<file path="config.mk">
export PLATFORM = sky130hd
export DESIGN_NAME = overtake_list_with_ranking_top_flat
export DESIGN_NICKNAME = d
export VERILOG_FILES = /design/src/sv/ota_pkg.sv /design/src/sv/ota_if.sv /design/src/sv/ota_vram.sv /design/src/sv/ota_ram.sv /design/src/sv/overtake_list_with_ranking_top.sv /design/src/flat_wrapper.sv
export SDC_FILE = /design/constraint.sdc
export NUM_CORES = 1
export LEC_CHECK = 0
export ABC_AREA = 1
export ABC_CLOCK_PERIOD_IN_PS = 5300
export BUFFER_PORTS_ARGS = -buffer_cell sky130_fd_sc_hd__buf_2
export CORE_MARGIN = 3
export CORE_UTILIZATION = 30
export CTS_BUF_LIST = sky130_fd_sc_hd__clkbuf_8
export DETAILED_ROUTE_END_ITERATION = 8
export GPL_TIMING_DRIVEN = 1
export SYNTH_ARGS = -nofsm -noshare
export SYNTH_HDL_FRONTEND = slang
export SYNTH_SLANG_ARGS = --single-unit
</file>
<file path="constraint.sdc">
create_clock -name clk -period 5.3 [get_ports clk]
set_clock_uncertainty 0.05 [all_clocks]
set_input_delay 1.06 -clock clk [delete_from_list [all_inputs] [get_ports clk]]
set_output_delay 1.06 -clock clk [all_outputs]
set_load 0.05 [all_outputs]
</file>
<file path="src/sv/ota_pkg.sv">
package ota_pkg;

    // Field widths fixed by the item format
    localparam int ID_W            = 5;
    localparam int COUNT_W         = 16;
    localparam int CFG_W           = 5;
    localparam int MAX_RACERS_DEF  = 16;
    localparam int ENTRY_COUNT_RST = 16;

    localparam logic [COUNT_W-1:0] COUNT_MAX = '1;

    // Command codes
    localparam logic CMD_OVERTAKE = 1'b0;
    localparam logic CMD_FINISH   = 1'b1;

    // Result list kinds
    localparam logic KIND_ORDER = 1'b0;
    localparam logic KIND_RANK  = 1'b1;

    // One list entry: id in the upper bits, count in the lower bits
    typedef struct packed {
        logic [ID_W-1:0]    id;
        logic [COUNT_W-1:0] count;
    } entry_t;

    localparam int ENTRY_W = $bits(entry_t);

    // True when entry a goes ahead of entry b in the ranking
    function automatic logic ranks_before(entry_t a, entry_t b);
        logic res;
        if (a.count != b.count)
        begin
            res = (a.count > b.count);
        end
        else
        begin
            res = (a.id < b.id);
        end
        return res;
    endfunction

endpackage

</file>
<file path="src/sv/ota_if.sv">
// Input channel: one command per transfer
interface ota_in_if
    import ota_pkg::*;
();
    logic            valid;
    logic            ready;
    logic            command;
    logic [ID_W-1:0] racer_id;

    modport source (output valid, output command, output racer_id, input ready);
    modport sink   (input valid, input command, input racer_id, output ready);
endinterface

// Output channel: one list entry per transfer
interface ota_out_if
    import ota_pkg::*;
();
    logic               valid;
    logic               ready;
    logic               list_kind;
    logic [ID_W-1:0]    racer_id_out;
    logic [COUNT_W-1:0] overtakes;
    logic               last;

    modport source (output valid, output list_kind, output racer_id_out,
                    output overtakes, output last, input ready);
    modport sink   (input valid, input list_kind, input racer_id_out,
                    input overtakes, input last, output ready);
endinterface

</file>
<file path="src/sv/ota_vram.sv">
// Synchronous RAM with per-entry valid bits, one write and two read ports.
// An entry not written since the last clear reads back with rv low.
module ota_vram
    import ota_pkg::*;
#(
    parameter int DEPTH = MAX_RACERS_DEF,
    parameter int WIDTH = ENTRY_W,
    localparam int AW   = $clog2(DEPTH)
)
(
    input  logic             clk,
    input  logic             rst_n,
    input  logic             clr,
    input  logic             we,
    input  logic [AW-1:0]    wa,
    input  logic [WIDTH-1:0] wd,
    input  logic [AW-1:0]    ra0,
    output logic [WIDTH-1:0] rd0,
    output logic             rv0,
    output logic [AW-1:0]    rq0,
    input  logic [AW-1:0]    ra1,
    output logic [WIDTH-1:0] rd1,
    output logic             rv1,
    output logic [AW-1:0]    rq1
);

    logic [WIDTH-1:0] mem [DEPTH];
    logic [DEPTH-1:0] valid_reg;
    logic [WIDTH-1:0] rd0_reg;
    logic [WIDTH-1:0] rd1_reg;
    logic             rv0_reg;
    logic             rv1_reg;
    logic [AW-1:0]    rq0_reg;
    logic [AW-1:0]    rq1_reg;

    // Storage array and read data
    always_ff @(posedge clk)
    begin
        if (we)
        begin
            mem[wa] <= wd;
        end
        rd0_reg <= mem[ra0];
        rd1_reg <= mem[ra1];
        rq0_reg <= ra0;
        rq1_reg <= ra1;
    end

    // Valid bits, cleared all at once
    always_ff @(posedge clk or negedge rst_n)
    begin
        if (!rst_n)
        begin
            valid_reg <= '0;
            rv0_reg   <= 1'b0;
            rv1_reg   <= 1'b0;
        end
        else
        begin
            rv0_reg <= valid_reg[ra0] && !clr;
            rv1_reg <= valid_reg[ra1] && !clr;
            if (clr)
            begin
                valid_reg <= '0;
            end
            else if (we)
            begin
                valid_reg[wa] <= 1'b1;
            end
        end
    end

    assign rd0 = rd0_reg;
    assign rd1 = rd1_reg;
    assign rv0 = rv0_reg;
    assign rv1 = rv1_reg;
    assign rq0 = rq0_reg;
    assign rq1 = rq1_reg;

endmodule

</file>
<file path="src/sv/ota_ram.sv">
// Plain synchronous RAM, one write and one read port
module ota_ram
    import ota_pkg::*;
#(
    parameter int DEPTH = MAX_RACERS_DEF,
    parameter int WIDTH = ENTRY_W,
    localparam int AW   = $clog2(DEPTH)
)
(
    input  logic             clk,
    input  logic             we,
    input  logic [AW-1:0]    wa,
    input  logic [WIDTH-1:0] wd,
    input  logic [AW-1:0]    ra,
    output logic [WIDTH-1:0] rd
);

    logic [WIDTH-1:0] mem [DEPTH];
    logic [WIDTH-1:0] rd_reg;

    always_ff @(posedge clk)
    begin
        if (we)
        begin
            mem[wa] <= wd;
        end
        rd_reg <= mem[ra];
    end

    assign rd = rd_reg;

endmodule

</file>
<file path="src/sv/overtake_list_with_ranking_top.sv">
// Overtake list with ranking.
// in_ch carries a command and a racer id. An overtake moves the named racer
// one place ahead and bumps its count (saturating); a racer already at the
// front, id 0 and ids above entry_count are ignored. A finish streams on
// out_ch first the current order (list_kind 0), then the ranking by count,
// highest first, lower id on ties (list_kind 1); each run ends with last.
// The list then returns to ids 1..N in order with zero counts.
// cfg_we/cfg_wdata set entry_count (clamped to 1..MAX_RACERS) and also
// restart the list; write only while the block is idle.
// An overtake first looks up the racer's position from its id; a front
// racer ends there. Otherwise both entries are read, then two write-backs
// go through the single write port of each memory. A finish reads the
// list in order while it insertion-sorts a copy in the scratch memory,
// then reads the ranking out; in_ch is not ready during that work.
// Results sit in an output register; a stall on out_ch holds the sequencer
// without losing an item, and a new command is taken while the last result
// still waits. Reset restores entry_count 16 and the initial list at once
// through the valid bits; no clearing pass is needed.
module overtake_list_with_ranking_top
    import ota_pkg::*;
#(
    parameter int MAX_RACERS = MAX_RACERS_DEF
)
(
    input  logic             clk,
    input  logic             rst_n,
    input  logic             cfg_we,
    input  logic [CFG_W-1:0] cfg_wdata,
    ota_in_if.sink           in_ch,
    ota_out_if.source        out_ch
);

    localparam int AW = $clog2(MAX_RACERS);
    localparam int NW = $clog2(MAX_RACERS + 1);
    localparam int RESET_N = (ENTRY_COUNT_RST > MAX_RACERS) ? MAX_RACERS
                                                             : ENTRY_COUNT_RST;

    // Sequencer states
    localparam logic [3:0] S_IDLE     = 4'd0;
    localparam logic [3:0] S_LOC      = 4'd1;
    localparam logic [3:0] S_SWAP1    = 4'd2;
    localparam logic [3:0] S_SWAP2    = 4'd3;
    localparam logic [3:0] S_ORD_RD   = 4'd4;
    localparam logic [3:0] S_ORD_EMIT = 4'd5;
    localparam logic [3:0] S_INS_CMP  = 4'd6;
    localparam logic [3:0] S_INS_PUT  = 4'd7;
    localparam logic [3:0] S_RNK_RD   = 4'd8;
    localparam logic [3:0] S_RNK_EMIT = 4'd9;

    logic [3:0]      state_reg, state_next;
    logic [NW-1:0]   n_reg, n_next;
    logic [ID_W-1:0] id_reg, id_next;
    logic [AW-1:0]   pos_reg, pos_next;
    logic [AW-1:0]   idx_reg, idx_next;
    logic [AW-1:0]   j_reg, j_next;
    entry_t          tmp_reg, tmp_next;
    entry_t          e_reg, e_next;

    logic               out_valid_reg, out_valid_next;
    logic               kind_reg, kind_next;
    entry_t             res_reg, res_next;
    logic               last_reg, last_next;

    // Position memory: position -> entry
    logic          p_we;
    logic [AW-1:0] p_wa, p_ra0, p_ra1, p_rq0, p_rq1;
    entry_t        p_wd, p_rd0, p_rd1, p_e0, p_e1;
    logic          p_rv0, p_rv1;

    // Location memory: id-1 -> position
    logic          l_we;
    logic [AW-1:0] l_wa, l_wd, l_ra, l_rd, l_rq, l_pos;
    logic          l_rv;

    // Scratch memory for the ranking
    logic          s_we;
    logic [AW-1:0] s_wa, s_ra;
    entry_t        s_wd, s_rd;

    logic          list_clr;
    logic          out_free;
    logic          idx_last;
    logic          id_known;
    logic [NW-1:0] cfg_n;

    ota_vram #(.DEPTH(MAX_RACERS), .WIDTH(ENTRY_W)) u_pos_mem (
        .clk   (clk),
        .rst_n (rst_n),
        .clr   (list_clr),
        .we    (p_we),
        .wa    (p_wa),
        .wd    (p_wd),
        .ra0   (p_ra0),
        .rd0   (p_rd0),
        .rv0   (p_rv0),
        .rq0   (p_rq0),
        .ra1   (p_ra1),
        .rd1   (p_rd1),
        .rv1   (p_rv1),
        .rq1   (p_rq1)
    );

    ota_vram #(.DEPTH(MAX_RACERS), .WIDTH(AW)) u_loc_mem (
        .clk   (clk),
        .rst_n (rst_n),
        .clr   (list_clr),
        .we    (l_we),
        .wa    (l_wa),
        .wd    (l_wd),
        .ra0   (l_ra),
        .rd0   (l_rd),
        .rv0   (l_rv),
        .rq0   (l_rq),
        .ra1   ('0),
        .rd1   (),
        .rv1   (),
        .rq1   ()
    );

    ota_ram #(.DEPTH(MAX_RACERS), .WIDTH(ENTRY_W)) u_scratch (
        .clk (clk),
        .we  (s_we),
        .wa  (s_wa),
        .wd  (s_wd),
        .ra  (s_ra),
        .rd  (s_rd)
    );

    // Entries never written since the last restart read as the initial list
    always_comb
    begin
        p_e0 = p_rd0;
        p_e1 = p_rd1;
        if (!p_rv0)
        begin
            p_e0.id    = ID_W'(32'(p_rq0) + 1);
            p_e0.count = '0;
        end
        if (!p_rv1)
        begin
            p_e1.id    = ID_W'(32'(p_rq1) + 1);
            p_e1.count = '0;
        end
        l_pos = l_rv ? l_rd : l_rq;
    end

    // Register value clamped to 1..MAX_RACERS
    always_comb
    begin
        if (cfg_wdata == '0)
        begin
            cfg_n = NW'(1);
        end
        else if (32'(cfg_wdata) > MAX_RACERS)
        begin
            cfg_n = NW'(MAX_RACERS);
        end
        else
        begin
            cfg_n = NW'(cfg_wdata);
        end
    end

    assign out_free = !out_valid_reg || out_ch.ready;
    assign idx_last = (32'(idx_reg) + 1 == 32'(n_reg));
    assign id_known = (in_ch.racer_id != '0) && (32'(in_ch.racer_id) <= 32'(n_reg));
    assign in_ch.ready = (state_reg == S_IDLE);

    // Sequencer
    always_comb
    begin
        state_next     = state_reg;
        n_next         = cfg_we ? cfg_n : n_reg;
        id_next        = id_reg;
        pos_next       = pos_reg;
        idx_next       = idx_reg;
        j_next         = j_reg;
        tmp_next       = tmp_reg;
        e_next         = e_reg;
        out_valid_next = out_valid_reg && !out_ch.ready;
        kind_next      = kind_reg;
        res_next       = res_reg;
        last_next      = last_reg;
        list_clr       = cfg_we;

        p_we  = 1'b0;
        p_wa  = pos_reg;
        p_wd  = tmp_reg;
        p_ra0 = idx_reg;
        p_ra1 = '0;
        l_we  = 1'b0;
        l_wa  = '0;
        l_wd  = pos_reg;
        l_ra  = AW'(in_ch.racer_id - ID_W'(1));
        s_we  = 1'b0;
        s_wa  = j_reg;
        s_wd  = e_reg;
        s_ra  = idx_reg;

        unique case (state_reg)
            S_IDLE:
            begin
                if (in_ch.valid)
                begin
                    id_next = in_ch.racer_id;
                    if (in_ch.command == CMD_FINISH)
                    begin
                        idx_next   = '0;
                        state_next = S_ORD_RD;
                    end
                    else if (id_known)
                    begin
                        state_next = S_LOC;
                    end
                end
            end
            S_LOC:
            begin
                // Racer at the front stays where it is
                if (l_pos == '0)
                begin
                    state_next = S_IDLE;
                end
                else
                begin
                    pos_next   = l_pos;
                    p_ra0      = l_pos;
                    p_ra1      = l_pos - AW'(1);
                    state_next = S_SWAP1;
                end
            end
            S_SWAP1:
            begin
                p_we     = 1'b1;
                p_wa     = pos_reg - AW'(1);
                p_wd.id  = id_reg;
                p_wd.count = (p_e0.count == COUNT_MAX) ? p_e0.count
                                                       : p_e0.count + COUNT_W'(1);
                l_we     = 1'b1;
                l_wa     = AW'(id_reg - ID_W'(1));
                l_wd     = pos_reg - AW'(1);
                tmp_next = p_e1;
                state_next = S_SWAP2;
            end
            S_SWAP2:
            begin
                p_we = 1'b1;
                l_we = 1'b1;
                l_wa = AW'(tmp_reg.id - ID_W'(1));
                state_next = S_IDLE;
            end
            S_ORD_RD:
            begin
                state_next = S_ORD_EMIT;
            end
            S_ORD_EMIT:
            begin
                if (out_free)
                begin
                    out_valid_next = 1'b1;
                    kind_next      = KIND_ORDER;
                    res_next       = p_e0;
                    last_next      = idx_last;
                    e_next         = p_e0;
                    j_next         = idx_reg;
                    if (idx_reg == '0)
                    begin
                        state_next = S_INS_PUT;
                    end
                    else
                    begin
                        s_ra       = idx_reg - AW'(1);
                        state_next = S_INS_CMP;
                    end
                end
            end
            S_INS_CMP:
            begin
                if (ranks_before(e_reg, s_rd))
                begin
                    // Shift the scratch entry one place down
                    s_we   = 1'b1;
                    s_wd   = s_rd;
                    j_next = j_reg - AW'(1);
                    if (j_reg == AW'(1))
                    begin
                        state_next = S_INS_PUT;
                    end
                    else
                    begin
                        s_ra = j_reg - AW'(2);
                    end
                end
                else
                begin
                    s_we = 1'b1;
                    if (idx_last)
                    begin
                        idx_next   = '0;
                        state_next = S_RNK_RD;
                    end
                    else
                    begin
                        idx_next   = idx_reg + AW'(1);
                        state_next = S_ORD_RD;
                    end
                end
            end
            S_INS_PUT:
            begin
                s_we = 1'b1;
                if (idx_last)
                begin
                    idx_next   = '0;
                    state_next = S_RNK_RD;
                end
                else
                begin
                    idx_next   = idx_reg + AW'(1);
                    state_next = S_ORD_RD;
                end
            end
            S_RNK_RD:
            begin
                state_next = S_RNK_EMIT;
            end
            S_RNK_EMIT:
            begin
                if (out_free)
                begin
                    out_valid_next = 1'b1;
                    kind_next      = KIND_RANK;
                    res_next       = s_rd;
                    last_next      = idx_last;
                    if (idx_last)
                    begin
                        list_clr   = 1'b1;
                        state_next = S_IDLE;
                    end
                    else
                    begin
                        idx_next   = idx_reg + AW'(1);
                        state_next = S_RNK_RD;
                    end
                end
            end
            default:
            begin
                state_next = S_IDLE;
            end
        endcase
    end

    // Control registers
    always_ff @(posedge clk or negedge rst_n)
    begin
        if (!rst_n)
        begin
            state_reg     <= S_IDLE;
            n_reg         <= NW'(RESET_N);
            out_valid_reg <= 1'b0;
            idx_reg       <= '0;
            j_reg         <= '0;
        end
        else
        begin
            state_reg     <= state_next;
            n_reg         <= n_next;
            out_valid_reg <= out_valid_next;
            idx_reg       <= idx_next;
            j_reg         <= j_next;
        end
    end

    // Payload registers
    always_ff @(posedge clk)
    begin
        id_reg   <= id_next;
        pos_reg  <= pos_next;
        tmp_reg  <= tmp_next;
        e_reg    <= e_next;
        kind_reg <= kind_next;
        res_reg  <= res_next;
        last_reg <= last_next;
    end

    assign out_ch.valid        = out_valid_reg;
    assign out_ch.list_kind    = kind_reg;
    assign out_ch.racer_id_out = res_reg.id;
    assign out_ch.overtakes    = res_reg.count;
    assign out_ch.last         = last_reg;

endmodule

</file>
<file path="src/flat_wrapper.sv">
// flat-port wrapper written by rule: the top's interface ports become plain ports
module overtake_list_with_ranking_top_flat import ota_pkg::*;
#(
    parameter int MAX_RACERS = MAX_RACERS_DEF
)
  (clk, rst_n, cfg_we, cfg_wdata, in_ch_valid, in_ch_command, in_ch_racer_id, in_ch_ready, out_ch_valid, out_ch_list_kind, out_ch_racer_id_out, out_ch_overtakes, out_ch_last, out_ch_ready);
  ota_in_if in_ch_i ();
  ota_out_if out_ch_i ();
  input  logic clk;
  input  logic rst_n;
  input  logic cfg_we;
  input  logic [CFG_W-1:0] cfg_wdata;
  input wire logic [$bits(in_ch_i.valid)-1:0] in_ch_valid;
  input wire logic [$bits(in_ch_i.command)-1:0] in_ch_command;
  input wire logic [$bits(in_ch_i.racer_id)-1:0] in_ch_racer_id;
  output wire logic [$bits(in_ch_i.ready)-1:0] in_ch_ready;
  output wire logic [$bits(out_ch_i.valid)-1:0] out_ch_valid;
  output wire logic [$bits(out_ch_i.list_kind)-1:0] out_ch_list_kind;
  output wire logic [$bits(out_ch_i.racer_id_out)-1:0] out_ch_racer_id_out;
  output wire logic [$bits(out_ch_i.overtakes)-1:0] out_ch_overtakes;
  output wire logic [$bits(out_ch_i.last)-1:0] out_ch_last;
  input wire logic [$bits(out_ch_i.ready)-1:0] out_ch_ready;
  assign in_ch_i.valid = in_ch_valid;
  assign in_ch_i.command = in_ch_command;
  assign in_ch_i.racer_id = in_ch_racer_id;
  assign in_ch_ready = in_ch_i.ready;
  assign out_ch_valid = out_ch_i.valid;
  assign out_ch_list_kind = out_ch_i.list_kind;
  assign out_ch_racer_id_out = out_ch_i.racer_id_out;
  assign out_ch_overtakes = out_ch_i.overtakes;
  assign out_ch_last = out_ch_i.last;
  assign out_ch_i.ready = out_ch_ready;
  overtake_list_with_ranking_top #(.MAX_RACERS(MAX_RACERS)) u_core (.clk(clk), .rst_n(rst_n), .cfg_we(cfg_we), .cfg_wdata(cfg_wdata), .in_ch(in_ch_i), .out_ch(out_ch_i));
endmodule
</file>
==> metrics, run 1 <==
status finished clean; Worst Path Arrival 4800 ps; DR pass1 iterations 6; Syn Inst Count around 4000; worst setup path class reg2reg; DR vias/cell roughly 5.4; Reg clk slew, reported paths 60 ps; Post-Route WL between 100 and 150 mm; commonest non-fill, non-tap cells in the layout 810 x edfxtp_1, 547 x nand2_1, 527 x nor2_1; WHS about 320 ps; GRT Max-Usage Layer met2; final net count 4074; worst-margin pin slew 1240 ps; initial antenna violation count 6; HPWL after DPL 69.7 mm; most common cell after layout, fill and taps aside edfxtp_1; CP cell instances o21ai_1 > ha_1 > nand2_1 > o21bai_4 > inv_4 > nand2_1 > o21ai_4 > clkinv_2 > buf_4 > o21ai_0 > o221ai_1 > nand3_1 > o21ai_1; Leakage Power 17.0 nW; Fmax achieved 0.245 GHz; Core Rows 135; complex-gate fraction of the synthesized area 0.119; via count 31996; worst path bufs/invs 3; GRT overflow 0; Top FF cell, synth edfxtp_1; synthesized cell area 41600 sq um; routability cong. 0.827; Layout area overhead 13.9%; Min Clock Period, post-route 4090 ps; Hold Path Class in2async; H-tree Lvls 4; mux contribution to synthesized area 0.000241; Final Util 0.347; chip height 378 microns; setup TNS 0 ps; core area 136000 sq um; maximum vdd drop 792 uV; Final period util 0.771; biggest registers after layout u_core.u_pos_mem.mem x336, u_core.u_scratch.mem x336, u_core.u_loc_mem.mem x64; Slew Viols, Final 0; Syn Area/Cell 10.5 sq um; top post-synthesis cells by area edfxtp_1 59%, o21ai_0 6.2%, nand3_1 5.7%; reg2reg start u_core.u_loc_mem.rv0; clock buffers created by TritonCTS 160; EDFF count, synth approximately 800; grt met1 use 0.254; Clock Latency Late Sink 850 ps; Worst path top cell family by delay compound AO/OA/AOI/OAI gates; vias in the first global route 30768; Die W 378 microns; Fin. Hold Viols 0; multi-input logic area about 13000 sq um; CP max stage cell buf_4; Critical Path Start Type flop; Post-Layout Cell Count 5939; post-DR wirelength/cell 21.8 microns; die area ~140000 sq um; grt met3 use 0.0374; CP max FO 56; drc violations 0; port bufs 40; synth warn 0; Setup crit start u_core.u_loc_mem.rv0; ANT nets after route 0; Overall Global Routing Usage 0.177; Worst path max stage delay 720 ps; CTS sink count 942; post_cts resized 0; Post-Synth Adder-Cell Area 0.0126; FF/Latch Area 27200 sq um; Synth cell types 49; Slew headroom 0.170; Initial Utilization 0.304; worst endpoint required time 6010 ps; Max Cap Viol 0; RSZ-0062 raised after global routing no; Clock Tree Buf Depth 3; Synth area leader edfxtp_1; xor/xnor share of the synthesized area 0.00464; simple-gate share of the synthesized area 0.164; largest family of logic cells by synthesized area simple AND/OR/NAND/NOR gates; hold-fix buffers at CTS 0; Yosys reg bits 942; Setup crit end kind flop; Post-CTS Setup Inserts 0; # setup viols final 0; I/O pin count between 40 and 50; grt met2 use 0.262; fill count 13611; Overall Power 27.4 mW; first-pass GRT wire length a little under 200 mm; largest net degree at the start of global routing between 150 and 200; sequential cell area fraction in the yosys report 0.655; share of flip-flops with an asynchronous set or reset 0.0563; placed cells about 5600; top cell type's share of synthesized area 0.585; pwr/cell area 579 nW/um^2; Starting DRT DRC Count approximately 3900; Clock Root Buffer clkbuf_8; TritonCTS clock tree done; Post-Synthesis Net Count a little over 4000; layout cells sized above 1 0.112
[area by class of cell]
| type | count | area share |
|---|---|---|
| well taps | 1781 | 0.0471 |
| inverters | 197 | 0.0158 |
| clock buffers | 171 | 0.0497 |
| clock inverters | 127 | 0.0190 |
| diodes | 6 | 0.000317 |
| multi-input cells | 2565 | 0.269 |
| repair buffers | 150 | 0.0235 |
| flip-flops and latches | 942 | 0.575 |
[power by group]
group          switching (mW)  internal, mW
combinational            7.84          2.91
clock                    3.10          3.56
sequential              0.446          9.56
[stage by stage]
step	cell area, sq um	worst slack [ps]
floorplan	41600	2170
detailed placement	44100	1330
global placement	44100	1310
CTS	47300	1300
finish	47300	1210
global route	47300	981
[cell families (layout without fill, tap and decap cells)]
| logic type | after synthesis | count (layout) |
|---|---|---|
| buffers and inverters | 456 | 645 |
| multiplexers | 1 | 1 |
| AO/OA/AOI/OAI | 871 | 871 |
| XOR/XNOR | 22 | 22 |
| adder cells (fa/ha/maj) | 42 | 42 |
| other | 0 | 6 |
| flip-flops | 942 | 942 |
| AND/OR/NAND/NOR | 1629 | 1629 |
[synth_stat cells, types with 23 or more instances]
cell type	instances
o211ai_1	23
dfxtp_1	79
ha_1	42
nor2_1	564
o21ai_1	41
clkbuf_1	155
o22ai_1	156
edfxtp_1	810
nand3_1	470
a21oi_1	57
o21ai_0	512
dfrtp_1	52
nand2_1	553
inv_1	180
buf_2	75
o221ai_1	53
[per-layer routing]
metal | part of all wire | vias to the layer above
met2 | 0.43 | 1804
met4 | 0.031 | 2
met3 | 0.11 | 291
met1 | 0.43 | 15623
met5 | 0.000085 | -
li1 | - | 14276
[path summary, 6_finish.rpt]
path | end | slack (ps) | depth (start not counted)
hold / removal | u_core.u_pos_mem.valid_reg[11] | 320 | 2
setup / recovery | u_core.u_pos_mem.rd0[7] | 1210 | 13
max in group asynchronous | u_core.u_pos_mem.rv1 | 4330 | 2
min in group clk | u_core.id_reg[4] | 430 | 1
hold reg to reg | u_core.tmp_reg[10] | 440 | 2
setup reg to reg | u_core.u_pos_mem.rd0[7] | 1210 | 13
Note: power is estimated with default switching activity, not from simulation.
==> inputs of run 2 (changes only) <==
--- a/config.mk
+++ b/config.mk
@@ -5,8 +5,8 @@
 export SDC_FILE = /design/constraint.sdc
 export NUM_CORES = 1
 export LEC_CHECK = 0
-export ABC_AREA = 1
-export ABC_CLOCK_PERIOD_IN_PS = 5300
+export ABC_AREA = 0
+export ABC_CLOCK_PERIOD_IN_PS = 3600
 export BUFFER_PORTS_ARGS = -buffer_cell sky130_fd_sc_hd__buf_2
 export CORE_MARGIN = 3
 export CORE_UTILIZATION = 30
==> constraint.sdc (replaced) <==
create_clock -name clk -period 3.6 [get_ports clk]
set_clock_uncertainty 0.05 [all_clocks]
set_input_delay 0.72 -clock clk [delete_from_list [all_inputs] [get_ports clk]]
set_output_delay 0.72 -clock clk [all_outputs]
set_load 0.05 [all_outputs]
==> run 2 against run 1 <==
Setup slack got worse by 950 ps. Register-to-register slack worse by 950 ps. Total power is 28% higher. Critical path type unchanged. Routed wire length down 12%. Largest cell class unchanged. Via count shrank 15%. First-iteration DRC count decreased by 27%. Sequential share of layout area is 0.14 points lower. Synthesized cell count shrank 19%. Critical endpoint is now u_core.u_scratch.rd[13]. Critical path depth fell by 1. Sequential power is 42% higher.
==> metrics, run 2 <==
port bufs 40 (unchanged); die area 140000 sq um (was 143000 sq um); DR vias/cell 5.13 (was 5.39); Overall Global Routing Usage 0.159 (was 0.177); vias in the first global route 26962 (was 30768); GRT overflow 0 (unchanged); pwr/cell area 737 nW/um^2 (was 579 nW/um^2); post-DR wirelength/cell 21.6 microns (was 21.8 microns); Clock Root Buffer clkbuf_8 (unchanged); worst setup path class reg2reg (unchanged); Initial Utilization 0.304 (about the same); Crit path top cell by count a32oi_1; Reg2Reg Depth 12 (was 13); setup TNS 0 ps (unchanged); Synth area leader edfxtp_1 (unchanged); Synth cell types 69 (was 49); top post-synthesis cells by area edfxtp_1 60%, nand2_1 7.6%, mux4_2 6.2% (was edfxtp_1 59%, o21ai_0 6.2%, nand3_1 5.7%); Slew headroom 0.323 (was 0.170); ANT nets after route 0 (unchanged); most common cell after layout, fill and taps aside nand2_1 (was edfxtp_1); drc violations 0 (unchanged); Final period util 0.927 (was 0.771); biggest registers after layout u_core.u_pos_mem.mem x336, u_core.u_scratch.mem x336, u_core.u_loc_mem.mem x64 (unchanged); status finished clean (unchanged); top cells by count, synth 826 x nand2_1, 810 x edfxtp_1, 201 x nand3_1 (was 810 x edfxtp_1, 564 x nor2_1, 553 x nand2_1); maximum vdd drop 658 uV (was 792 uV); RSZ-0062 raised after global routing no (unchanged); worst path bufs/invs 2 (was 3); HPWL after DPL 63.7 mm (was 69.7 mm); Fin. Hold Viols 0 (unchanged); EDFF count, synth 810 (unchanged); Hold Path Class in2reg (was in2async); Syn Inst Count 3214 (was 3963); synthesized cell area 40800 sq um (was 41600 sq um); most common cell in the netlist nand2_1 (was edfxtp_1); Core Rows 134 (was 135); CTS sink count 942 (unchanged); # setup viols final 0 (unchanged); top cell type's share of synthesized area 0.596 (was 0.585); chip height 375 microns (was 378 microns); Worst path top cell family by delay compound AO/OA/AOI/OAI gates (unchanged); worst endpoint required time 4260 ps (was 6010 ps); Syn Area/Cell 12.7 sq um (was 10.5 sq um); initial antenna violation count 4 (was 6); Layout area overhead 16.3% (was 13.9%); R2R Setup Slk 260 ps (was 1210 ps); Slew Viols, Final 0 (unchanged); reg2reg start u_core.e_reg[17] (was u_core.u_loc_mem.rv0); CP max FO 48 (was 56); largest net degree at the start of global routing 92 (was 179); final net count 3436 (was 4074); I/O pin count 41 (unchanged); CP max stage cell edfxtp_1 (was buf_4); hold_sp in_ch_racer_id[4]; Fmax achieved 0.300 GHz (was 0.245 GHz); core area 134000 sq um (was 136000 sq um); Leakage Power 16.9 nW (was 17.0 nW); share of flip-flops with an asynchronous set or reset 0.0563 (unchanged); hold path cells 1; Min Clock Period, post-route 3340 ps (was 4090 ps); Starting DRT DRC Count 2853 (was 3897); Critical Path Start Type flop (unchanged); WHS 90.8 ps (was 323 ps); Max Cap Viol 0 (unchanged); Reg clk slew, reported paths 60 ps (about the same); first-pass GRT wire length 170 mm (was 192 mm); Worst Path Arrival 3990 ps (was 4800 ps); routability cong. 0.797 (was 0.827); Worst path max stage delay 390 ps (was 720 ps); clock buffers created by TritonCTS 157 (was 160); layout cells sized above 1 0.177 (was 0.112); total stage count of the critical path 12 (was 13); sequential cell area fraction in the yosys report 0.668 (was 0.655); DR pass1 iterations 6 (unchanged); commonest non-fill, non-tap cells in the layout 825 x nand2_1, 810 x edfxtp_1, 199 x nand3_1, 199 x a21oi_1, 173 x clkbuf_8 (was 810 x edfxtp_1, 547 x nand2_1, 527 x nor2_1); reg2reg end u_core.u_scratch.rd[13] (was u_core.u_pos_mem.rd0[7]); Setup crit end kind flop (unchanged); Post-Synthesis Net Count 3272 (was 4021); Top FF cell, synth edfxtp_1 (unchanged); worst-margin pin slew 1010 ps (was 1240 ps); via count 27074 (was 31996); CP cell instances ha_1 > a211oi_1 > o21ai_0 > a32oi_1 > buf_4 > nand4_1 > and3_4 > buf_12 > a21oi_1 > nand2_1 > a32oi_1 > o311ai_1 (was o21ai_1 > ha_1 > nand2_1 > o21bai_4 > inv_4 > nand2_1 > o21ai_4 > clkinv_2 > buf_4 > o21ai_0 > o221ai_1 > nand3_1 > o21ai_1); synth warn 0 (unchanged); end point of the worst hold path u_core.id_reg[4]; Post-Route WL 114 mm (was 130 mm); Yosys reg bits 942 (unchanged); Clock Tree Buf Depth 3 (unchanged); Clock Latency Late Sink 850 ps (about the same); Die W 375 microns (was 378 microns); TritonCTS clock tree done (unchanged); H-tree Lvls 4 (unchanged)
-- run 2: cell count changes after synthesis, sizes merged, moves of 127 or more --
| cell | previous run | this run |
|---|---|---|
| nand2 | 555 | 827 |
| inv | 193 | 66 |
| o22ai | 156 | 6 |
| nand3 | 471 | 201 |
| o21ai | 556 | 84 |
| nor2 | 569 | 72 |
| a21oi | 57 | 209 |
-- run 2: where the power goes --
group          switching [mW]  total [mW]  internal (mW)
registers               0.579        14.2           13.7
logic                    7.25        11.3           4.03
clock network            4.46        9.45           4.99
-- run 2: kinds of logic (layout without fill, tap and decap cells) --
logic type	after synthesis	count (layout)	share of synthesized area
XOR/XNOR	31	31	0.00666
flip-flops	942	942	0.668
other	0	2	0
adder cells (fa/ha/maj)	42	42	0.0129
buffers and inverters	277	573	0.0297
AO/OA/AOI/OAI	538	539	0.0840
AND/OR/NAND/NOR	1251	1251	0.131
multiplexers	133	133	0.0676
-- run 2: per-stage QoR --
stage	setup WS (ps)	std cells	instance area (sq um)	total power [mW]	util
3_5_place_dp	198	4982	44200	25.6	0.329
2_1_floorplan	-234	3214	40800	21.7	-
6_report	261	5281	47400	35.0	0.353
5_1_grt	12.3	5280	47400	36.8	0.353
4_1_cts	138	5275	47400	35.1	0.353
3_3_place_gp	244	4982	44200	25.6	0.329
-- run 2: layout make-up --
class	instances	area, sq um
flip-flops and latches	942	27200
repair buffers	214	1980
inverters	67	253
multi-input cells	1996	12600
clock inverters	119	772
fillers	12805	86900
well taps	1768	2210
diodes	2	5.00
clock buffers	173	2380
-- run 2: worst register-to-register path: cells and delay by family, from the launching register on --
kind,cells,cell delay [ps]
compound gates,6,1610
buf+inv,2,370
fa+ha+maj,1,290
simple gates,3,530
flops,1,390
-- run 2: how the worst max path moves through the flow --
| stage | startpoint | end | slack [ps] |
|---|---|---|---|
| after floorplan | u_core.state_reg[2] | u_core.u_pos_mem.mem[10][0] | -230 |
| after global placement | u_core.e_reg[15] | u_core.u_scratch.rd[13] | 240 |
| after detailed placement | u_core.e_reg[15] | u_core.u_scratch.rd[19] | 200 |
| after CTS | u_core.u_scratch.rd[12] | u_core.u_scratch.rd[18] | 140 |
| after global routing | u_core.e_reg[17] | u_core.u_scratch.rd[13] | 10 |
| final | u_core.e_reg[17] | u_core.u_scratch.rd[13] | 260 |
-- run 2: metal layers --
| metal | vias to the layer above | track usage | wire length, microns | part of all wire |
|---|---|---|---|---|
| li1 | 12227 | - | - | - |
| met1 | 13457 | 0.207 | 46800 | 0.41 |
| met2 | 1132 | 0.263 | 55100 | 0.48 |
| met3 | 258 | 0.0261 | 8390 | 0.074 |
| met4 | 0 | 0.0660 | 3780 | 0.033 |
| met5 | - | 0 | 0 | 0 |
-- run 2: repair_timing --
item,4_1_cts,5_1_grt
endpoints found under the hold margin,35,0
setup endpoints to repair,0,130
gates resized for setup,0,4
setup buffers,0,3
hold buffers,1,0
